### src/wrrp_pkg.sv
`default_nettype none

package wrrp_pkg;

  // Result kinds.
  localparam logic [1:0] KIND_SAMPLE = 2'd0;
  localparam logic [1:0] KIND_HEADER = 2'd1;
  localparam logic [1:0] KIND_ERROR  = 2'd2;

  // Error codes.
  localparam logic [1:0] ERR_RIFF  = 2'd0;
  localparam logic [1:0] ERR_WAVE  = 2'd1;
  localparam logic [1:0] ERR_TRUNC = 2'd2;

  // Four-character codes as they appear little-endian in the shift word.
  localparam logic [31:0] TAG_RIFF = 32'h4646_4952;
  localparam logic [31:0] TAG_WAVE = 32'h4556_4157;
  localparam logic [31:0] TAG_FMT  = 32'h2074_6D66;
  localparam logic [31:0] TAG_DATA = 32'h6174_6164;

  localparam int unsigned FMT_BODY_BYTES = 16;
  localparam int unsigned CNT_W          = $clog2(FMT_BODY_BYTES);

  // Depth of the queues on either side of the parser.
  localparam int unsigned QDEPTH = 2;
  localparam int unsigned QIDX_W = (QDEPTH > 1) ? $clog2(QDEPTH) : 1;
  localparam int unsigned QCNT_W = $clog2(QDEPTH + 1);

  typedef struct packed {
    logic [7:0] byte_value;
    logic       file_start;
    logic       file_end;
  } in_item_t;

  typedef struct packed {
    logic [1:0]  kind;
    logic [7:0]  sample_byte;
    logic        last_sample;
    logic [15:0] format_code;
    logic [15:0] channel_count;
    logic [31:0] sample_rate;
    logic [15:0] sample_bits;
    logic [31:0] data_length;
    logic [1:0]  error_code;
  } res_t;

endpackage

`default_nettype wire

### src/wrrp_front.sv
`default_nettype none

module wrrp_front (
  input  wire logic              clk,
  input  wire logic              rst_n,
  input  wire logic              push,
  input  wire wrrp_pkg::in_item_t item,
  output logic                   full,
  output logic                   valid,
  output wrrp_pkg::in_item_t     head,
  input  wire logic              pop
);
  import wrrp_pkg::*;

  in_item_t            mem_r [QDEPTH];
  logic [QIDX_W-1:0]   wr_ptr_r, wr_ptr_nxt;
  logic [QIDX_W-1:0]   rd_ptr_r, rd_ptr_nxt;
  logic [QCNT_W-1:0]   cnt_r, cnt_nxt;
  logic                do_push, do_pop;

  assign full    = (cnt_r == QCNT_W'(QDEPTH));
  assign valid   = (cnt_r != '0);
  assign head    = mem_r[rd_ptr_r];
  assign do_push = push && !full;
  assign do_pop  = pop && valid;

  always_comb begin
    wr_ptr_nxt = wr_ptr_r;
    rd_ptr_nxt = rd_ptr_r;
    cnt_nxt    = cnt_r;
    if (do_push) begin
      wr_ptr_nxt = (wr_ptr_r == QIDX_W'(QDEPTH - 1)) ? '0 : wr_ptr_r + 1'b1;
    end
    if (do_pop) begin
      rd_ptr_nxt = (rd_ptr_r == QIDX_W'(QDEPTH - 1)) ? '0 : rd_ptr_r + 1'b1;
    end
    if (do_push && !do_pop) begin
      cnt_nxt = cnt_r + 1'b1;
    end else if (do_pop && !do_push) begin
      cnt_nxt = cnt_r - 1'b1;
    end
  end

  always_ff @(posedge clk) begin
    if (!rst_n) begin
      wr_ptr_r <= '0;
      rd_ptr_r <= '0;
      cnt_r    <= '0;
    end else begin
      wr_ptr_r <= wr_ptr_nxt;
      rd_ptr_r <= rd_ptr_nxt;
      cnt_r    <= cnt_nxt;
    end
  end

  always_ff @(posedge clk) begin
    if (do_push) begin
      mem_r[wr_ptr_r] <= item;
    end
  end

endmodule

`default_nettype wire

### src/wrrp_parse.sv
`default_nettype none

module wrrp_parse (
  input  wire logic               clk,
  input  wire logic               rst_n,
  input  wire logic               in_valid,
  input  wire wrrp_pkg::in_item_t in_item,
  output logic                    in_pop,
  input  wire logic               res_ready,
  output logic                    res_valid,
  output wrrp_pkg::res_t          res
);
  import wrrp_pkg::*;

  localparam logic [3:0] PH_WAIT       = 4'd0;
  localparam logic [3:0] PH_RIFF_ID    = 4'd1;
  localparam logic [3:0] PH_RIFF_SIZE  = 4'd2;
  localparam logic [3:0] PH_WAVE_ID    = 4'd3;
  localparam logic [3:0] PH_CHUNK_ID   = 4'd4;
  localparam logic [3:0] PH_CHUNK_SIZE = 4'd5;
  localparam logic [3:0] PH_FMT_BODY   = 4'd6;
  localparam logic [3:0] PH_SKIP       = 4'd7;
  localparam logic [3:0] PH_DATA       = 4'd8;

  logic [3:0]       phase_r, phase_nxt, phase_v;
  logic [CNT_W-1:0] cnt_r, cnt_nxt, cnt_v;
  logic [31:0]      shift_r, shift_nxt, shift_v;
  logic [31:0]      tag_r, tag_nxt;
  logic [31:0]      clen_r, clen_nxt, clen_dec;
  logic [15:0]      fmt_r, fmt_nxt, fmt_v;
  logic [15:0]      chan_r, chan_nxt, chan_v;
  logic [31:0]      rate_r, rate_nxt, rate_v;
  logic [15:0]      bits_r, bits_nxt, bits_v;
  logic [31:0]      drem_r, drem_nxt, drem_dec;
  logic [31:0]      word;
  logic [7:0]       b;
  logic             fire, emit;
  res_t             res_c;

  assign fire     = in_valid && res_ready;
  assign in_pop   = fire;
  assign b        = in_item.byte_value;
  assign clen_dec = clen_r - 32'd1;
  assign drem_dec = drem_r - 32'd1;

  always_comb begin
    phase_v = phase_r;
    cnt_v   = cnt_r;
    shift_v = shift_r;
    fmt_v   = fmt_r;
    chan_v  = chan_r;
    rate_v  = rate_r;
    bits_v  = bits_r;
    if (in_item.file_start) begin
      phase_v = PH_RIFF_ID;
      cnt_v   = '0;
      shift_v = '0;
      fmt_v   = '0;
      chan_v  = '0;
      rate_v  = '0;
      bits_v  = '0;
    end

    word      = {b, shift_v[31:8]};
    phase_nxt = phase_v;
    cnt_nxt   = cnt_v;
    shift_nxt = shift_v;
    tag_nxt   = tag_r;
    clen_nxt  = clen_r;
    fmt_nxt   = fmt_v;
    chan_nxt  = chan_v;
    rate_nxt  = rate_v;
    bits_nxt  = bits_v;
    drem_nxt  = drem_r;
    emit      = 1'b0;
    res_c     = '0;

    unique case (phase_v) inside
      PH_WAIT: begin
      end
      PH_RIFF_ID, PH_RIFF_SIZE, PH_WAVE_ID, PH_CHUNK_ID, PH_CHUNK_SIZE: begin
        shift_nxt = word;
        if (cnt_v == CNT_W'(3)) begin
          cnt_nxt = '0;
          unique case (phase_v)
            PH_RIFF_ID: begin
              if (word != TAG_RIFF) begin
                emit             = 1'b1;
                res_c.kind       = KIND_ERROR;
                res_c.error_code = ERR_RIFF;
                phase_nxt        = PH_WAIT;
              end else begin
                phase_nxt = PH_RIFF_SIZE;
              end
            end
            PH_RIFF_SIZE: phase_nxt = PH_WAVE_ID;
            PH_WAVE_ID: begin
              if (word != TAG_WAVE) begin
                emit             = 1'b1;
                res_c.kind       = KIND_ERROR;
                res_c.error_code = ERR_WAVE;
                phase_nxt        = PH_WAIT;
              end else begin
                phase_nxt = PH_CHUNK_ID;
              end
            end
            PH_CHUNK_ID: begin
              tag_nxt   = word;
              phase_nxt = PH_CHUNK_SIZE;
            end
            default: begin
              clen_nxt = word;
              if (tag_r == TAG_FMT) begin
                fmt_nxt   = '0;
                chan_nxt  = '0;
                rate_nxt  = '0;
                bits_nxt  = '0;
                phase_nxt = PH_FMT_BODY;
              end else if (tag_r == TAG_DATA) begin
                drem_nxt            = word;
                emit                = 1'b1;
                res_c.kind          = KIND_HEADER;
                res_c.format_code   = fmt_v;
                res_c.channel_count = chan_v;
                res_c.sample_rate   = rate_v;
                res_c.sample_bits   = bits_v;
                res_c.data_length   = word;
                phase_nxt           = (word != '0) ? PH_DATA : PH_WAIT;
              end else begin
                phase_nxt = (word != '0) ? PH_SKIP : PH_CHUNK_ID;
              end
            end
          endcase
        end else begin
          cnt_nxt = cnt_v + 1'b1;
        end
      end
      PH_FMT_BODY: begin
        case (cnt_v) inside
          CNT_W'(0):  fmt_nxt[7:0]    = b;
          CNT_W'(1):  fmt_nxt[15:8]   = b;
          CNT_W'(2):  chan_nxt[7:0]   = b;
          CNT_W'(3):  chan_nxt[15:8]  = b;
          CNT_W'(4):  rate_nxt[7:0]   = b;
          CNT_W'(5):  rate_nxt[15:8]  = b;
          CNT_W'(6):  rate_nxt[23:16] = b;
          CNT_W'(7):  rate_nxt[31:24] = b;
          CNT_W'(14): bits_nxt[7:0]   = b;
          CNT_W'(15): bits_nxt[15:8]  = b;
          default: begin
          end
        endcase
        if (cnt_v == CNT_W'(FMT_BODY_BYTES - 1)) begin
          cnt_nxt = '0;
          if (clen_r > 32'(FMT_BODY_BYTES)) begin
            clen_nxt  = clen_r - 32'(FMT_BODY_BYTES);
            phase_nxt = PH_SKIP;
          end else begin
            phase_nxt = PH_CHUNK_ID;
          end
        end else begin
          cnt_nxt = cnt_v + 1'b1;
        end
      end
      PH_SKIP: begin
        clen_nxt = clen_dec;
        if (clen_dec == '0) begin
          phase_nxt = PH_CHUNK_ID;
        end
      end
      PH_DATA: begin
        emit              = 1'b1;
        res_c.kind        = KIND_SAMPLE;
        res_c.sample_byte = b;
        res_c.last_sample = (drem_r == 32'd1);
        drem_nxt          = drem_dec;
        if (drem_dec == '0) begin
          phase_nxt = PH_WAIT;
        end
      end
      default: phase_nxt = PH_WAIT;
    endcase

    // A file that ends while still inside the header is reported as cut short,
    // unless this byte already gave a result.
    if (in_item.file_end) begin
      if (!emit && (phase_nxt >= PH_RIFF_ID) && (phase_nxt <= PH_SKIP)) begin
        emit             = 1'b1;
        res_c            = '0;
        res_c.kind       = KIND_ERROR;
        res_c.error_code = ERR_TRUNC;
      end
      phase_nxt = PH_WAIT;
    end
  end

  assign res_valid = fire && emit;
  assign res       = res_c;

  always_ff @(posedge clk) begin
    if (!rst_n) begin
      phase_r <= PH_WAIT;
      cnt_r   <= '0;
      shift_r <= '0;
      tag_r   <= '0;
      clen_r  <= '0;
      fmt_r   <= '0;
      chan_r  <= '0;
      rate_r  <= '0;
      bits_r  <= '0;
      drem_r  <= '0;
    end else if (fire) begin
      phase_r <= phase_nxt;
      cnt_r   <= cnt_nxt;
      shift_r <= shift_nxt;
      tag_r   <= tag_nxt;
      clen_r  <= clen_nxt;
      fmt_r   <= fmt_nxt;
      chan_r  <= chan_nxt;
      rate_r  <= rate_nxt;
      bits_r  <= bits_nxt;
      drem_r  <= drem_nxt;
    end
  end

endmodule

`default_nettype wire

### src/wrrp_res_q.sv
`default_nettype none

module wrrp_res_q (
  input  wire logic           clk,
  input  wire logic           rst_n,
  input  wire logic           push,
  input  wire wrrp_pkg::res_t item,
  output logic                full,
  output logic                empty,
  output wrrp_pkg::res_t      head,
  input  wire logic           pop
);
  import wrrp_pkg::*;

  res_t              mem_r [QDEPTH];
  logic [QIDX_W-1:0] wr_ptr_r, wr_ptr_nxt;
  logic [QIDX_W-1:0] rd_ptr_r, rd_ptr_nxt;
  logic [QCNT_W-1:0] cnt_r, cnt_nxt;
  logic              do_push, do_pop;

  assign full    = (cnt_r == QCNT_W'(QDEPTH));
  assign empty   = (cnt_r == '0);
  assign head    = mem_r[rd_ptr_r];
  assign do_push = push && !full;
  assign do_pop  = pop && !empty;

  always_comb begin
    wr_ptr_nxt = wr_ptr_r;
    rd_ptr_nxt = rd_ptr_r;
    cnt_nxt    = cnt_r;
    if (do_push) begin
      wr_ptr_nxt = (wr_ptr_r == QIDX_W'(QDEPTH - 1)) ? '0 : wr_ptr_r + 1'b1;
    end
    if (do_pop) begin
      rd_ptr_nxt = (rd_ptr_r == QIDX_W'(QDEPTH - 1)) ? '0 : rd_ptr_r + 1'b1;
    end
    if (do_push && !do_pop) begin
      cnt_nxt = cnt_r + 1'b1;
    end else if (do_pop && !do_push) begin
      cnt_nxt = cnt_r - 1'b1;
    end
  end

  always_ff @(posedge clk) begin
    if (!rst_n) begin
      wr_ptr_r <= '0;
      rd_ptr_r <= '0;
      cnt_r    <= '0;
    end else begin
      wr_ptr_r <= wr_ptr_nxt;
      rd_ptr_r <= rd_ptr_nxt;
      cnt_r    <= cnt_nxt;
    end
  end

  always_ff @(posedge clk) begin
    if (do_push) begin
      mem_r[wr_ptr_r] <= item;
    end
  end

endmodule

`default_nettype wire

### src/wav_riff_header_parser.sv
// Path: a byte accepted into the front queue is parsed when the parser pops it, and its result,
// if any, is written into the result queue, from which it is popped; the parser waits while
// the result queue is full.
// Throughput: one byte per cycle, sustained while the result queue has room, set by the parser
// step and the two-entry queues either side of it.
// Reset: synchronous, active low; both queues empty and the parser waits for a file start.
`default_nettype none

module wav_riff_header_parser (
  input  wire logic        clk,
  input  wire logic        rst_n,
  input  wire logic        in_push,
  output logic             in_full,
  input  wire logic [7:0]  in_byte_value,
  input  wire logic        in_file_start,
  input  wire logic        in_file_end,
  output logic             out_empty,
  input  wire logic        out_pop,
  output logic [1:0]       out_kind,
  output logic [7:0]       out_sample_byte,
  output logic             out_last_sample,
  output logic [15:0]      out_format_code,
  output logic [15:0]      out_channel_count,
  output logic [31:0]      out_sample_rate,
  output logic [15:0]      out_sample_bits,
  output logic [31:0]      out_data_length,
  output logic [1:0]       out_error_code
);
  import wrrp_pkg::*;

  // The front queue takes each incoming beat and holds it for the parser; when
  // the parser stalls and the queue fills, in_full holds the upstream side back.
  in_item_t in_item;
  in_item_t fq_head;
  logic     fq_valid;
  logic     fq_pop;

  // The parser steps through the RIFF header and data one byte per cycle while
  // the result queue has room, and writes at most one result per byte there.
  res_t     res;
  res_t     rq_head;
  logic     res_valid;
  logic     rq_full;

  assign in_item.byte_value = in_byte_value;
  assign in_item.file_start = in_file_start;
  assign in_item.file_end   = in_file_end;

  wrrp_front u_front (
    .clk   (clk),
    .rst_n (rst_n),
    .push  (in_push),
    .item  (in_item),
    .full  (in_full),
    .valid (fq_valid),
    .head  (fq_head),
    .pop   (fq_pop)
  );

  // The parser only advances when the result queue has room, so a stalled
  // consumer backs up into the front queue and from there onto in_full.
  wrrp_parse u_parse (
    .clk       (clk),
    .rst_n     (rst_n),
    .in_valid  (fq_valid),
    .in_item   (fq_head),
    .in_pop    (fq_pop),
    .res_ready (!rq_full),
    .res_valid (res_valid),
    .res       (res)
  );

  wrrp_res_q u_res_q (
    .clk   (clk),
    .rst_n (rst_n),
    .push  (res_valid),
    .item  (res),
    .full  (rq_full),
    .empty (out_empty),
    .head  (rq_head),
    .pop   (out_pop)
  );

  // The oldest waiting result is shown directly from the queue storage.
  assign out_kind          = rq_head.kind;
  assign out_sample_byte   = rq_head.sample_byte;
  assign out_last_sample   = rq_head.last_sample;
  assign out_format_code   = rq_head.format_code;
  assign out_channel_count = rq_head.channel_count;
  assign out_sample_rate   = rq_head.sample_rate;
  assign out_sample_bits   = rq_head.sample_bits;
  assign out_data_length   = rq_head.data_length;
  assign out_error_code    = rq_head.error_code;

endmodule

`default_nettype wire

### config.mk
export PLATFORM = sky130hd
export DESIGN_NAME = wav_riff_header_parser
export DESIGN_NICKNAME = d
export VERILOG_FILES = /design/src/wrrp_pkg.sv /design/src/wrrp_front.sv /design/src/wrrp_parse.sv /design/src/wrrp_res_q.sv /design/src/wav_riff_header_parser.sv
export SDC_FILE = /design/constraint.sdc
export NUM_CORES = 1
export LEC_CHECK = 0
export BUFFER_PORTS_ARGS = -buffer_cell sky130_fd_sc_hd__clkbuf_2
export CAP_MARGIN = 10
export CORE_ASPECT_RATIO = 2
export CORE_MARGIN = 10
export CORE_UTILIZATION = 30
export CTS_BUF_LIST = sky130_fd_sc_hd__clkbuf_8
export CTS_CLUSTER_SIZE = 24
export DETAILED_ROUTE_END_ITERATION = 7
export SLEW_MARGIN = 15
export SYNTH_ARGS = -nofsm -noshare
export SYNTH_HDL_FRONTEND = slang
export SYNTH_SLANG_ARGS = --single-unit
### constraint.sdc
create_clock -name clk -period 20.3 [get_ports clk]
set_input_delay 4.06 -clock clk [delete_from_list [all_inputs] [get_ports clk]]
set_output_delay 4.06 -clock clk [all_outputs]
set_load 0.005 [all_outputs]
==> out/qor.yml <==
grt_antenna_before_repair: 4
drive_above_1_share: 0.186
syn_nets: 2180
grtUsageTotal: 0.162
grt_max_degree: 125
coreArea_sq_um: 72700
synthTopCellsByArea: "edfxtp_1 (37%), dfxtp_1 (20%), mux2_2 (6.6%)"
synth_fa_ha_area_frac: 0.00799
async_flop_share: 0
grt_pass1_vias: 17200
drt_iter0_markers: 1250
yosys-mux-area-fraction: 0.0712
synth-simple-area-share: 0.180
hold_class: "flop to flop"
dr.pass1.iters: 8
min_to: "u_parse.tag_r[5]"
dp_slack_ns: 13.76
port_buffers: 140
cts-buffers-inserted: 69
drcViolationCount: 1
critPathKind: "flop to output pin"
whs_ns: 0.462
power_switching_uw: 808
cts_hold_buffers: 0
p_per_area_nw_per_um2: 103
gr-total-overflow: 0
crit_path_end_kind: "output pin"
clock_latency_ns: 0.71
yosys_warnings: 0
synthesis.area_sq_um: 21900
wl_per_cell_microns: 21.9
p_clk_frac: 0.323
nets: 2275
period_needed_ns: 7.17
p_int_mw: 1.77
worst_ir_drop_vdd_mv: 0.0508
p_sw_frac: 0.313
die_area_sq_um: 85000
grt_pass1_wl_microns: 105000
fin_util: 0.344
yosysMostFrequentCell: "nor2_1"
start_kind: "flop"
holdPathStages: 2
route.vias.total: 17300
fin_crit_sh: 0.353
crit_chain: "buf_4 > mux2_2 > clkbuf_2"
synth_compound_area_frac: 0.124
power_frac_seq: 0.462
cp_max_fo: 67
power_mw: 2.58
synth_cell_types: 61
power.share.combinational: 0.215
netlist.area_leader.share: 0.370
worstHoldStart: "u_parse.tag_r[5]"
slowest_stage: "dfxtp_4"
max-clock-path-buffers: 3
finalSetupViolations: 0
cp_slowest_stage_delay_ns: 0.84
layout_setup_ws_ns: 13.13
slew_headroom: 0.193
cap_violations: 0
syn_to_final_growth_pct: 14.1
reg2regPathDepth: 14
cts_root_buf: "clkbuf_8"
ant_nets: 0
fillers: 7255
synth_top_family_by_area: "simple AND/OR/NAND/NOR gates"
path_clk_slew_ns: 0.07
fin_area_sq_um: 25000
place_area_sq_um: 23500
hold_violations: 0
synth-seq-cells: 488
violations: "DRC"
cts.sinks: 488
gp_congestion: 0.940
viasPerCell: 5.37
ioPinCount: 141
final_cells: 3227
yosysSeqAreaShare: 0.569
worst-r2r-setup-slack_ns: 13.85
synthCells: 2152
slew_viol_final: 0
leakage_nw: 8.96
synth.avg_cell_area_sq_um: 10.2
worst_clock_skew_ns: 0.0354
routed_wl_microns: 70700
multi_input_area_sq_um: 8830
ys_top_cells_by_count: "nor2_1 (378), edfxtp_1 (270), dfxtp_1 (218), a21oi_1 (151), nand2_1 (142)"
cts_setup_buffers: 0
cp.required_ns: 16.24
placed_cells: 3099
dp_hpwl_microns: 49000
synth_ff_type: "edfxtp_1"
synth-edff-count: 270
h-tree-depth: 3
synth_xor_area_frac: 0.0176
regArea_sq_um: 12500
cts_tree: "built"
post_cts_resized: 0
tns_ns: 0
rsz0062_at_grt: "no"
r2r_end: "u_res_q.mem_r[0][26]"
status: "complete, but fails checks"
synth_top_area_cell: "edfxtp_1"
timing.fmax_mhz: 140
num_rows: 140
worst_ep_arrival_time_ns: 3.11
worst_slew_pin_slew_ns: 1.21
start_util: 0.302
die_x_microns: 211
fp.dieH_microns: 402
==> kinds of logic after synthesis <==
family          Yosys count
compound gates          446
fa+ha+maj                14
xor+xnor                 44
mux                     140
buf+inv                 177
flops                   488
simple gates            843
==> layer usage <==
metal,share of wire,up-vias,GRT usage
met3,0.057,252,0.0294
met1,0.34,8301,0.156
li1,-,8034,-
met2,0.52,731,0.294
met5,0.00014,-,0
met4,0.079,2,0.129
==> power groups by stage <==
stage               Combinational, mW  Clock (mW)  Sequential (mW)
floorplan                       0.340           0             1.19
global placement                0.554           0             1.21
detailed placement              0.560           0             1.21
CTS                             0.564       0.859             1.19
global route                    0.601       0.896             1.20
finish                          0.555       0.833             1.19
==> how the worst max path moves through the flow <==
stage	startpoint	endpoint	slack, ns
floorplan	flop	u_res_q.mem_r[0][0]	10.58
global placement	flop	out_data_length[15]	13.83
detailed placement	flop	out_data_length[2]	13.76
CTS	flop	out_data_length[2]	12.99
global route	flop	out_data_length[21]	12.92
finish	flop	out_data_length[2]	13.13
==> worst max-delay path: cells and delay by family (launching register included) <==
kind | cells | cell delay (ns)
buf+inv | 2 | 0.93
mux | 1 | 0.43
flops | 1 | 0.84
==> state kept, by name, indices dropped and copies added (netlist names), 20 cells and up, named ones only <==
name and count:
u_front.mem_r 20, u_parse.clen_r 32, u_parse.drem_r 32, u_parse.rate_r 32
u_parse.shift_r 24, u_parse.tag_r 32, u_res_q.mem_r 250
==> placed cells by master (no fill, tap or decap), types with 6 or more instances in the layout <==
master,n
nor3_1,62
mux2i_1,11
nand4_1,18
o21a_1,6
and2_1,8
or4_1,11
a22oi_1,96
nand3_1,31
inv_1,43
o221ai_1,7
nor4bb_1,6
buf_4,38
nand2b_1,15
a31oi_1,9
o21ai_0,108
nor2_1,376
clkbuf_2,140
nor4_1,33
nor2b_1,6
clkinv_2,8
ha_1,14
o32ai_1,9
dfxtp_1,217
clkbuf_8,78
mux2_2,128
edfxtp_1,270
a21oi_1,151
nor3b_1,7
bufinv_16,6
nand2_1,142
xnor2_1,26
and3_1,90
xor2_1,18
o22ai_1,15
or3_1,10
a211oi_1,21
==> final cells by class <==
class | count | area share
timing repair buffer | 178 | 0.0394
tap | 923 | 0.0462
sequential | 488 | 0.499
antenna | 1 | 0.000100
clock inverter | 49 | 0.0161
clock buffer | 78 | 0.0429
inverter | 23 | 0.00365
multi-input combinational | 1487 | 0.353
Note: power is estimated with default switching activity, not from simulation.
